**src/rhp_pkg.sv**
```systemverilog
package rhp_pkg;

   // header region tags carried with every byte
   typedef enum logic [2:0] {
      REGION_CODEC   = 3'd0,
      REGION_FLAGS   = 3'd1,
      REGION_SRC_LEN = 3'd2,
      REGION_SRC_ID  = 3'd3,
      REGION_DST_LEN = 3'd4,
      REGION_DST_ID  = 3'd5,
      REGION_PAYLOAD = 3'd6
   } region_type;

   // end-of-frame status codes
   typedef enum logic [2:0] {
      STATUS_OK          = 3'd0,
      STATUS_SHORT       = 3'd1,
      STATUS_CODEC       = 3'd2,
      STATUS_TRUNC_SRC   = 3'd3,
      STATUS_TRUNC_DLEN  = 3'd4,
      STATUS_TRUNC_DST   = 3'd5,
      STATUS_NO_PAYLOAD  = 3'd6
   } status_type;

   // length field counter values: two bytes to read, low byte next
   localparam logic [15:0] LEN_FIELD_BYTES = 16'd2;
   localparam logic [15:0] LEN_LOW_NEXT    = 16'd1;

   typedef struct packed {
      logic [7:0] data_byte;
      logic       last_byte;
   } req_type;

   typedef struct packed {
      logic [7:0]  byte_out;
      region_type  region;
      logic        frame_end;
      status_type  status;
      logic [7:0]  codec;
      logic [15:0] source_length;
      logic [15:0] dest_length;
   } rsp_type;

   // parser context kept between bytes
   typedef struct packed {
      region_type  region;
      logic [15:0] bytes_left;
      logic [7:0]  length_high;
      logic [7:0]  codec_seen;
      logic [15:0] source_len;
      logic [15:0] dest_len;
   } state_type;

endpackage

```
**src/rhp_step.sv**
```systemverilog
module rhp_step
   import rhp_pkg::*;
(
   input  state_type  cur_state,
   input  req_type    req,
   input  logic [7:0] max_codec_id,
   output state_type  nxt_state,
   output rsp_type    rsp
);

   status_type  status;
   region_type  tag;
   logic [15:0] len;

   assign len = {cur_state.length_high, req.data_byte};

   // region walk and status for one byte
   always_comb begin
      nxt_state = cur_state;
      status    = STATUS_OK;
      tag       = cur_state.region;
      case (cur_state.region)
         REGION_CODEC: begin
            nxt_state.codec_seen = req.data_byte;
            nxt_state.source_len = '0;
            nxt_state.dest_len   = '0;
            nxt_state.region     = REGION_FLAGS;
            status               = STATUS_SHORT;
         end
         REGION_FLAGS: begin
            nxt_state.region     = REGION_SRC_LEN;
            nxt_state.bytes_left = LEN_FIELD_BYTES;
            status               = STATUS_SHORT;
         end
         REGION_SRC_LEN: begin
            if (cur_state.bytes_left != LEN_LOW_NEXT) begin
               nxt_state.length_high = req.data_byte;
               nxt_state.bytes_left  = LEN_LOW_NEXT;
               status                = STATUS_SHORT;
            end else begin
               nxt_state.source_len = len;
               if (len == '0) begin
                  nxt_state.region     = REGION_DST_LEN;
                  nxt_state.bytes_left = LEN_FIELD_BYTES;
                  status               = STATUS_TRUNC_DLEN;
               end else begin
                  nxt_state.region     = REGION_SRC_ID;
                  nxt_state.bytes_left = len;
                  status               = STATUS_TRUNC_SRC;
               end
            end
         end
         REGION_SRC_ID: begin
            if (cur_state.bytes_left > LEN_LOW_NEXT) begin
               nxt_state.bytes_left = cur_state.bytes_left - 16'd1;
               status               = STATUS_TRUNC_SRC;
            end else begin
               nxt_state.region     = REGION_DST_LEN;
               nxt_state.bytes_left = LEN_FIELD_BYTES;
               status               = STATUS_TRUNC_DLEN;
            end
         end
         REGION_DST_LEN: begin
            if (cur_state.bytes_left != LEN_LOW_NEXT) begin
               nxt_state.length_high = req.data_byte;
               nxt_state.bytes_left  = LEN_LOW_NEXT;
               status                = STATUS_TRUNC_DLEN;
            end else begin
               nxt_state.dest_len = len;
               if (len == '0) begin
                  nxt_state.region     = REGION_PAYLOAD;
                  nxt_state.bytes_left = '0;
                  status               = STATUS_NO_PAYLOAD;
               end else begin
                  nxt_state.region     = REGION_DST_ID;
                  nxt_state.bytes_left = len;
                  status               = STATUS_TRUNC_DST;
               end
            end
         end
         REGION_DST_ID: begin
            if (cur_state.bytes_left > LEN_LOW_NEXT) begin
               nxt_state.bytes_left = cur_state.bytes_left - 16'd1;
               status               = STATUS_TRUNC_DST;
            end else begin
               nxt_state.region     = REGION_PAYLOAD;
               nxt_state.bytes_left = '0;
               status               = STATUS_NO_PAYLOAD;
            end
         end
         default: begin
            // payload, and the unused code treated as payload
            tag              = REGION_PAYLOAD;
            nxt_state.region = REGION_PAYLOAD;
            status           = STATUS_OK;
         end
      endcase

      // frame close: codec check and rearm
      if (req.last_byte) begin
         if (status != STATUS_SHORT && nxt_state.codec_seen > max_codec_id) begin
            status = STATUS_CODEC;
         end
         nxt_state.region      = REGION_CODEC;
         nxt_state.bytes_left  = '0;
         nxt_state.length_high = '0;
      end
   end

   // result fields
   always_comb begin
      rsp.byte_out      = req.data_byte;
      rsp.region        = tag;
      rsp.frame_end     = req.last_byte;
      rsp.status        = req.last_byte ? status : STATUS_OK;
      rsp.codec         = nxt_state.codec_seen;
      rsp.source_length = nxt_state.source_len;
      rsp.dest_length   = nxt_state.dest_len;
   end

endmodule

```
**src/routing_header_parser.sv**
```systemverilog
// Routing header parser
//
// Request channel (req_valid/req_ready/req_data) takes one frame byte per
// request, with last_byte set on the final byte of a frame. Every request
// yields exactly one response on rsp_valid/rsp_ready/rsp_data: the byte,
// its header region tag, the captured codec and source/destination lengths,
// and on the last byte the frame status.
// csr_write_enable/csr_write_data load max_codec_id; write it only while no
// request is in flight.
//
// A request lands in the input register, then the region logic runs and
// the response register is loaded once the response stage can advance.
// Throughput is one byte per cycle while the receiver keeps up; the only
// loop is the update of the parser context in the response stage.
// When the receiver stalls, the response register holds and the input
// register still takes one more request; req_ready drops only when both
// are full. Reset empties both registers, returns the parser to the codec
// byte region with cleared lengths, and sets max_codec_id to 2.
module routing_header_parser
   import rhp_pkg::*;
(
   input  logic       clock,
   input  logic       reset,
   input  logic       req_valid,
   output logic       req_ready,
   input  req_type    req_data,
   output logic       rsp_valid,
   input  logic       rsp_ready,
   output rsp_type    rsp_data,
   input  logic       csr_write_enable,
   input  logic [7:0] csr_write_data
);

   logic       in_valid_ff;
   req_type    in_data_ff;
   logic       out_valid_ff;
   rsp_type    out_data_ff;
   state_type  state_ff;
   state_type  state_in;
   rsp_type    rsp_in;
   logic [7:0] max_codec_ff;
   logic       advance;

   // pipeline handshake
   assign advance   = in_valid_ff && (!out_valid_ff || rsp_ready);
   assign req_ready = !in_valid_ff || advance;
   assign rsp_valid = out_valid_ff;
   assign rsp_data  = out_data_ff;

   // configuration register
   always_ff @(posedge clock) begin
      if (reset) begin
         max_codec_ff <= 8'd2;
      end else if (csr_write_enable) begin
         max_codec_ff <= csr_write_data;
      end
   end

   // input register
   always_ff @(posedge clock) begin
      if (reset) begin
         in_valid_ff <= 1'b0;
      end else if (req_ready) begin
         in_valid_ff <= req_valid;
      end
      if (req_valid && req_ready) begin
         in_data_ff <= req_data;
      end
   end

   rhp_step u_step (
      .cur_state    (state_ff),
      .req          (in_data_ff),
      .max_codec_id (max_codec_ff),
      .nxt_state    (state_in),
      .rsp          (rsp_in)
   );

   // parser context and response register
   always_ff @(posedge clock) begin
      if (reset) begin
         state_ff     <= '{region: REGION_CODEC, default: '0};
         out_valid_ff <= 1'b0;
      end else begin
         if (advance) begin
            state_ff <= state_in;
         end
         if (!out_valid_ff || rsp_ready) begin
            out_valid_ff <= in_valid_ff;
         end
      end
      if (advance) begin
         out_data_ff <= rsp_in;
      end
   end

   // a byte moved to the response stage shows up as a response
   a_advance_valid: assert property (@(posedge clock) disable iff (reset)
      advance |=> out_valid_ff)
      else $error("response missing after advance");

   // a closing byte rearms the parser
   a_rearm: assert property (@(posedge clock) disable iff (reset)
      advance && in_data_ff.last_byte |=>
         state_ff.region == REGION_CODEC && state_ff.bytes_left == '0)
      else $error("parser not rearmed after last byte");

   // status only reported on the closing byte
   a_status_mid: assert property (@(posedge clock) disable iff (reset)
      out_valid_ff && !out_data_ff.frame_end |-> out_data_ff.status == STATUS_OK)
      else $error("status set on a non-final byte");

   // back-pressure only when both stages are full and stalled
   a_ready: assert property (@(posedge clock) disable iff (reset)
      !req_ready |-> in_valid_ff && out_valid_ff && !rsp_ready)
      else $error("request refused with room available");

endmodule

```
**config.mk**
```make
export PLATFORM = sky130hd
export DESIGN_NAME = routing_header_parser
export DESIGN_NICKNAME = d
export VERILOG_FILES = /design/src/rhp_pkg.sv /design/src/rhp_step.sv /design/src/routing_header_parser.sv
export SDC_FILE = /design/constraint.sdc
export NUM_CORES = 1
export LEC_CHECK = 0
export ABC_AREA = 1
export BUFFER_PORTS_ARGS = -buffer_cell sky130_fd_sc_hd__buf_2
export CAP_MARGIN = 20
export CORE_MARGIN = 10
export CORE_UTILIZATION = 54
export DETAILED_ROUTE_END_ITERATION = 10
export PLACE_DENSITY = 0.8
export SYNTH_ARGS = -nofsm -noshare
export SYNTH_HDL_FRONTEND = slang
export SYNTH_SLANG_ARGS = --single-unit
```
**constraint.sdc**
```tcl
create_clock -name clock -period 3.6 [get_ports clock]
set_input_delay 0.72 -clock clock [delete_from_list [all_inputs] [get_ports clock]]
set_output_delay 0.72 -clock clock [all_outputs]
set_load 0.03 [all_outputs]
```
==> results by group, run 1 <==
Run status
  – Run status: complete, no violations

Routing
  – Initial detailed-routing violation count: 526
  – Remaining antenna violation count after routing: 0
  – Final routed wire length divided by cell count: 16.6 um
  – Total wirelength of the detailed-routed design: 16000 um
  – Number of detailed-route iterations in the first pass: 7
  – Remaining DRCs: 0
  – DR vias: 5361
  – Via-per-instance ratio: 5.59

Setup path
  – Crit path top cell by count: nand2_1
  – Worst R2R Setup Slack: 1.04 ns
  – Biggest fanout along the worst timing path: 11
  – Cell type group with the largest total delay on the critical path: simple AND/OR/NAND/NOR gates
  – Buffer and inverter count on the worst path: 0
  – Type of destination of the critical path: register
  – WP data arrival: 2.73 ns
  – Category of the critical setup timing path: register to register
  – Slowest library cell on the worst path: dfxtp_1
  – Maximum single-stage delay on the critical path: 0.37 ns
  – Critical-path cell list: nor2_4, nand2_1, nand2_1, nand2_1, ha_1, nand2_1, o21ai_0, nand2_1, a21oi_1, nand2_1, nand2_1, nor2_1
  – Startpoint kind of the worst setup timing path: register
  – Number of cells on the worst reg-to-reg path: 12
  – Required time of the critical path: 3.77 ns
  – Endpoint of the lowest-slack register-to-register path: rsp_data[42]
  – FF-to-FF Start: state_ff[64]

GRT
  – Number of global-route vias before repair: 5198
  – Largest net degree at the start of global routing: 69
  – Antenna violations before repair: 0
  – First-pass GRT wire length: 25600 um
  – Total track usage: 19.5%
  – GRT Residual Overflow: 0

Layout
  – Final nets: 835
  – Area growth syn-to-layout: 15.7%
  – Count of fill cells added during filler insertion: 915
  – Inserted Diodes: 0
  – Share of cells above drive strength 1: 17.5%

Timing
  – Highest attainable clock frequency: 0.391 GHz
  – Sum Neg Setup Slack: 0 ns
  – Setup repair after global routing missed its margin: no
  – Count of final hold-check violations: 0
  – Final critical-path share of the clock period: 71.1%
  – Worst slew margin relative to its limit: 54.4%
  – Worst setup skew after layout: 0.0112 ns
  – Transition time at the pin with the least slew margin: 0.684 ns
  – Tmin final: 2.56 ns
  – Slew Limit Fails: 0
  – Setup-failing EPs final: 0

Floorplanning
  – Starting utilization of the core area: 55.5%
  – Overall die height: 129 um
  – Core Area: 11500 um^2
  – Number of cell rows: 39
  – Die Outline Area: 16600 um^2
  – Overall die width: 129 um
  – Number of top-level pins: 79

Clocking
  – Max clock buf depth: 2
  – H-tree Lvls: 4
  – Clock tree from TritonCTS: yes
  – Number of gates resized after cts: 0
  – Clock buffer count from CTS: 17
  – Number of post-CTS setup repair buffers: 0
  – Worst-Skew Late Latency: 0.42 ns
  – CTS Root Buffer Type: clkbuf_16
  – TritonCTS Sinks: 141
  – Clock input transition at the sequential cells of the worst setup and hold paths: 0.05 ns
  – Number of buffers inserted by hold repair at cts: 0

Power and ir drop
  – Power density of the placed cells: 525 nW/um^2
  – Pwr Total: 3890 uW
  – P_leak: 0.00328 uW
  – Maximum resistive drop on vdd: 0.445 mV

Synth
  – Count of warnings emitted by yosys: 0
  – Flip-flop and latch count after synthesis: 141
  – Distinct cell type count after synthesis: 40
  – Sequential share of the synthesized area: 54.2%
  – Cell area after technology mapping: 6390 um^2
  – Mean cell area of the mapped netlist: 8.74 um^2
  – Net count of the mapped netlist: 764
  – Number of cells produced by synthesis: 732

Min path
  – Hold worst-path end: in_data_ff[0]
  – Origin of the worst min-delay path: req_data[0]
  – Hold Path Depth: 1
  – Tightest Hold Check Type: input port to register

Place
  – Dpl hpwl: 11100 um
  – Input/output buffers: 78
  – Routability Congestion: 0.915

Flow run
  – Maxcap violations: 0
[layer usage]
layer / vias up / wire [um] / GRT usage, %
met5: - / 0 / 0
met4: 0 / 507 / 9.10
met3: 47 / 1380 / 7.02
met2: 246 / 7700 / 31.7
met1: 2501 / 6380 / 22.5
li1: 2567 / - / -
[synth_stat cells]
master | instances | area (um^2)
o22ai_1 | 9 | 56.3
o21ai_1 | 5 | 25.0
xor2_1 | 8 | 70.1
buf_6 | 4 | 45.0
nor2_2 | 2 | 12.5
nand3_2 | 1 | 10.0
a211oi_1 | 1 | 7.51
buf_2 | 4 | 20.0
nand2_2 | 3 | 18.8
o21ai_0 | 60 | 300
nand2_4 | 3 | 33.8
o21bai_1 | 3 | 22.5
xnor2_1 | 3 | 26.3
ha_1 | 10 | 125
nor2_4 | 5 | 56.3
nor2_1 | 67 | 251
clkbuf_1 | 19 | 71.3
nand2_1 | 143 | 537
buf_4 | 2 | 15.0
buf_1 | 2 | 7.51
nor3_2 | 1 | 10.0
nor3_1 | 2 | 10.0
inv_1 | 80 | 300
edfxtp_1 | 64 | 1920
a22oi_2 | 2 | 25.0
inv_2 | 7 | 26.3
a22oi_1 | 8 | 60.1
nand3_1 | 28 | 140
a21oi_1 | 78 | 390
a21oi_2 | 1 | 8.76
dfxtp_1 | 77 | 1540
o21ai_2 | 2 | 17.5
a21oi_4 | 1 | 16.3
nor2_8 | 1 | 20.0
o21a_1 | 18 | 135
nand4_1 | 3 | 18.8
clkinv_2 | 2 | 10.0
inv_6 | 1 | 8.76
nor3_4 | 1 | 16.3
a31oi_1 | 1 | 6.26
[final cells by class]
| cell class | instances | area, um^2 | share of cell area [%] |
|---|---|---|---|
| clock buffer | 24 | 472 | 6.38 |
| clock inverter | 8 | 68.8 | 0.930 |
| inverter | 90 | 347 | 4.69 |
| multi-input combinational | 470 | 2430 | 32.8 |
| sequential | 141 | 3460 | 46.8 |
| tap | 143 | 179 | 2.42 |
| timing repair buffer | 83 | 440 | 5.95 |
[cell families after synthesis]
group	count (synthesis)	share of synthesized area, %
DFF	141	54.2
adders and majority gates	10	1.96
buffers and inverters	121	7.89
AOI/OAI and AO/OA	189	16.7
and+or+nand+nor	260	17.7
xor gates and xnor gates	11	1.51
[through the flow]
step	std cells	setup WS, ns	hold WS (ns)	instance area, um^2	utilization [%]
5_1_grt	959	0.787	0.457	7400	64.2
4_1_cts	959	1.09	0.458	7400	64.2
2_1_floorplan	732	0.294	0.437	6390	-
3_3_place_gp	927	1.17	0.452	6860	59.5
3_5_place_dp	927	1.08	0.465	6860	59.5
6_report	959	1.04	0.472	7400	64.2
[power by group]
group          switching, uW  internal [uW]  total [uW]
Clock                    630            978        1610
Sequential              44.5           1770        1810
Combinational            329            136         465
Total                   1000           2880        3890
[worst max path at each step]
| stage | from | end | slack, ns | depth (start not counted) |
|---|---|---|---|---|
| floorplan | rsp_ready | rsp_data[0] | 0.29 | 5 |
| finish | state_ff[64] | rsp_data[42] | 1.04 | 12 |
| global placement | rsp_ready | state_ff[64] | 1.17 | 11 |
| detailed placement | rsp_ready | state_ff[65] | 1.08 | 11 |
| CTS | state_ff[66] | rsp_data[42] | 1.09 | 12 |
| global route | state_ff[66] | rsp_data[42] | 0.79 | 12 |
[flip-flops by register name, indices dropped and copies added (netlist names)]
signal        cells
state_ff         67
in_valid_ff       1
max_codec_ff      8
in_data_ff        9
rsp_data         55
rsp_valid         1
[cells in the final DEF (no fill, tap or decap), types with 2 or more instances in the layout]
cell type  Yosys  final
a21oi_1       78     78
o21ai_1        5      5
o22ai_1        9      9
buf_2          4     78
nand2_4        3      3
a22oi_1        8      8
xor2_1         8      8
nand2_2        3      3
dfxtp_1       77     77
clkbuf_8       0      2
clkbuf_1      19      5
o21a_1        18     18
nor2_4         5      5
nor3_1         2      2
clkbuf_16      0     17
o21ai_0       60     60
clkinv_2       2      9
o21ai_2        2      2
nand4_1        3      3
edfxtp_1      64     64
nand2_1      143    143
nor2_2         2      2
buf_4          2      4
a22oi_2        2      2
inv_2          7      6
inv_1         80     80
nand3_1       28     28
ha_1          10     10
o21bai_1       3      3
xnor2_1        3      3
nor2_1        67     67
No activity file was read; power rests on OpenSTA's default activity.
==> run 2: changes to the inputs <==
- clock period: 3.6 -> 2.37 ns (I/O delays scaled with it)
==> results by group, run 2 (same netlist as run 1, synthesis figures left out) <==
Run status
  – Run status: complete, no violations (unchanged)

Min path
  – Origin of the worst min-delay path: req_data[4] (was req_data[0])
  – Hold worst-path end: in_data_ff[4] (was in_data_ff[0])
  – Tightest Hold Check Type: input port to register (unchanged)
  – Hold Path Depth: 1 (unchanged)

Flow run
  – Maxcap violations: 0 (unchanged)

Setup path
  – Slowest library cell on the worst path: dfxtp_1 (unchanged)
  – FF-to-FF Start: state_ff[64] (unchanged)
  – Startpoint kind of the worst setup timing path: register (unchanged)
  – Buffer and inverter count on the worst path: 1 (was 0)
  – Biggest fanout along the worst timing path: 9 (was 11)
  – Crit path top cell by count: nand2_1 (unchanged)
  – Startpoint of the worst setup timing path: state_ff[64] (unchanged)
  – Number of cells on the worst reg-to-reg path: 12 (unchanged)
  – Worst R2R Setup Slack: 0.14 ns (was 1.04 ns)
  – WP data arrival: 2.39 ns (was 2.73 ns)
  – Endpoint of the lowest-slack register-to-register path: rsp_data[42] (unchanged)
  – Levels on crit path: 12 (unchanged)
  – Type of destination of the critical path: register (unchanged)
  – Category of the critical setup timing path: register to register (unchanged)
  – Maximum single-stage delay on the critical path: 0.48 ns (was 0.37 ns)
  – Critical-path cell list: nor2_4, buf_4, nand3_1, nand2_1, ha_1, nand2_1, o21ai_0, nand2_1, a21oi_1, nand2_1, nand2_1, nor2_1 (was nor2_4, nand2_1, nand2_1, nand2_1, ha_1, nand2_1, o21ai_0, nand2_1, a21oi_1, nand2_1, nand2_1, nor2_1)
  – Cell type group with the largest total delay on the critical path: simple AND/OR/NAND/NOR gates (unchanged)
  – Required time of the critical path: 2.54 ns (was 3.77 ns)

Clocking
  – Number of gates resized after cts: 0 (unchanged)
  – CTS Root Buffer Type: clkbuf_16 (unchanged)
  – Clock tree from TritonCTS: yes (unchanged)
  – TritonCTS Sinks: 141 (unchanged)
  – Clock input transition at the sequential cells of the worst setup and hold paths: 0.06 ns (was 0.05 ns)
  – Number of buffers inserted by hold repair at cts: 0 (unchanged)
  – Max clock buf depth: 2 (unchanged)
  – Worst-Skew Late Latency: 0.43 ns (was 0.42 ns)
  – Clock buffer count from CTS: 17 (unchanged)
  – H-tree Lvls: 4 (unchanged)
  – Number of post-CTS setup repair buffers: 0 (unchanged)

Routing
  – Final routed wire length divided by cell count: 16.9 um (was 16.6 um)
  – Routed met2 length: 8050 um (was 7700 um)
  – Total wirelength of the detailed-routed design: 16400 um (was 16000 um)
  – Initial detailed-routing violation count: 470 (was 526)
  – Number of detailed-route iterations in the first pass: 5 (was 7)
  – Via-per-instance ratio: 5.62 (was 5.59)
  – DR vias: 5442 (was 5361)
  – Remaining DRCs: 0 (unchanged)
  – Top layer in use: met4 (unchanged)
  – Remaining antenna violation count after routing: 0 (unchanged)
  – M1 WL: 6640 um (was 6380 um)
  – Met3 routed WL: 1300 um (was 1380 um)

Floorplanning
  – Die Outline Area: 16600 um^2 (unchanged)
  – Number of cell rows: 39 (unchanged)
  – Overall die width: 129 um (unchanged)
  – Number of top-level pins: 79 (unchanged)
  – Overall die height: 129 um (unchanged)
  – Starting utilization of the core area: 55.5% (unchanged)
  – Core Area: 11500 um^2 (unchanged)

Layout
  – Area taken by multi-input logic gates: 2430 um^2 (about the same)
  – Flip-flop count of the largest register after layout: 67 (unchanged)
  – Register containing the most flip-flops in the final layout: state_ff (unchanged)
  – Count of fill cells added during filler insertion: 921 (was 915)
  – Final non-filler cell total: 969 (was 959)
  – Commonest non-fill, non-tap cells in the layout: 142 x nand2_1, 80 x inv_1, 78 x a21oi_1, 78 x buf_2, 77 x dfxtp_1 (was 143 x nand2_1, 80 x inv_1, 78 x a21oi_1, 78 x buf_2, 77 x dfxtp_1)
  – Share of cells above drive strength 1: 18.8% (was 17.5%)
  – Inserted Diodes: 0 (unchanged)
  – Area growth syn-to-layout: 17.8% (was 15.7%)
  – Leading cell type in the layout, fill and taps excluded: nand2_1 (unchanged)
  – Final nets: 845 (was 835)
  – Sequential cell area: 3460 um^2 (unchanged)

GRT
  – Largest net degree at the start of global routing: 94 (was 69)
  – Total track usage: 20.0% (was 19.5%)
  – Antenna violations before repair: 0 (unchanged)
  – GRT Residual Overflow: 0 (unchanged)
  – First-pass GRT wire length: 26200 um (was 25600 um)
  – Number of global-route vias before repair: 5219 (was 5198)

Power and ir drop
  – P_leak: 0.00335 uW (was 0.00328 uW)
  – Power density of the placed cells: 818 nW/um^2 (was 525 nW/um^2)
  – Maximum resistive drop on vdd: 1.05 mV (was 0.445 mV)

Timing
  – Worst setup skew after layout: 0.0158 ns (was 0.0112 ns)
  – Slew Limit Fails: 0 (unchanged)
  – Highest attainable clock frequency: 0.449 GHz (was 0.391 GHz)
  – Sum Neg Setup Slack: 0 ns (unchanged)
  – Count of final hold-check violations: 0 (unchanged)
  – Setup repair after global routing missed its margin: no (unchanged)
  – Final critical-path share of the clock period: 93.9% (was 71.1%)
  – Setup-failing EPs final: 0 (unchanged)
  – Tmin final: 2.23 ns (was 2.56 ns)
  – Worst slew margin relative to its limit: 66.7% (was 54.4%)
  – Transition time at the pin with the least slew margin: 0.497 ns (was 0.684 ns)

Place
  – Input/output buffers: 78 (unchanged)
  – Routability Congestion: 0.929 (was 0.915)
  – Dpl hpwl: 11400 um (was 11100 um)
  – Number of instances in the placed design: 937 (was 927)
==> run 2: changes by cell type in the layout (fill, tap and decap cells not counted) <==
cell	change
clkinv_1	+2
clkinv_2	-4
clkinv_4	+2
nand2_2	+1
buf_4	+10
nand2_1	-1
clkinvlp_4	+1
bufinv_16	+2
clkbuf_1	-3
==> run 2: worst max path at each step <==
stage,endpoint
3_5_place_dp,rsp_data[42]
3_3_place_gp,rsp_data[42]
5_1_grt,rsp_data[42]
4_1_cts,rsp_data[42]
2_1_floorplan,rsp_data[0]
6_report,rsp_data[42]
==> run 2: layout make-up <==
cell class | instances | share of cell area (%)
Clock buffer | 21 | 6.11
Clock inverter | 11 | 1.88
Inverter | 90 | 4.60
Sequential cell | 141 | 46.0
Tap cell | 143 | 2.37
Timing Repair Buffer | 93 | 6.84
Multi-Input combinational cell | 470 | 32.2
==> run 2: power breakdown <==
group,switching (uW),internal [uW],leakage [uW]
Clock,993,1700,0.000292
Sequential,67.6,2680,0.00124
Combinational,506,213,0.00182
==> run 2: layer usage <==
metal  up-vias  global-route usage [%]
met5         -                       0
met4         0                    7.69
met3        36                    5.95
met2       239                    33.0
met1      2575                    24.3
li1       2592                       -
==> run 2: stage by stage <==
stage	total power, uW	setup slack (ns)	utilization [%]	area, um^2	hold slack [ns]
floorplan	3310	0.228	-	6400	0.437
global placement	3480	0.242	60.2	6930	0.455
detailed placement	3510	0.0811	60.2	6930	0.471
CTS	6190	0.0672	65.4	7530	0.205
global route	6370	0.0106	65.4	7540	0.208
finish	6170	0.144	65.4	7540	0.217
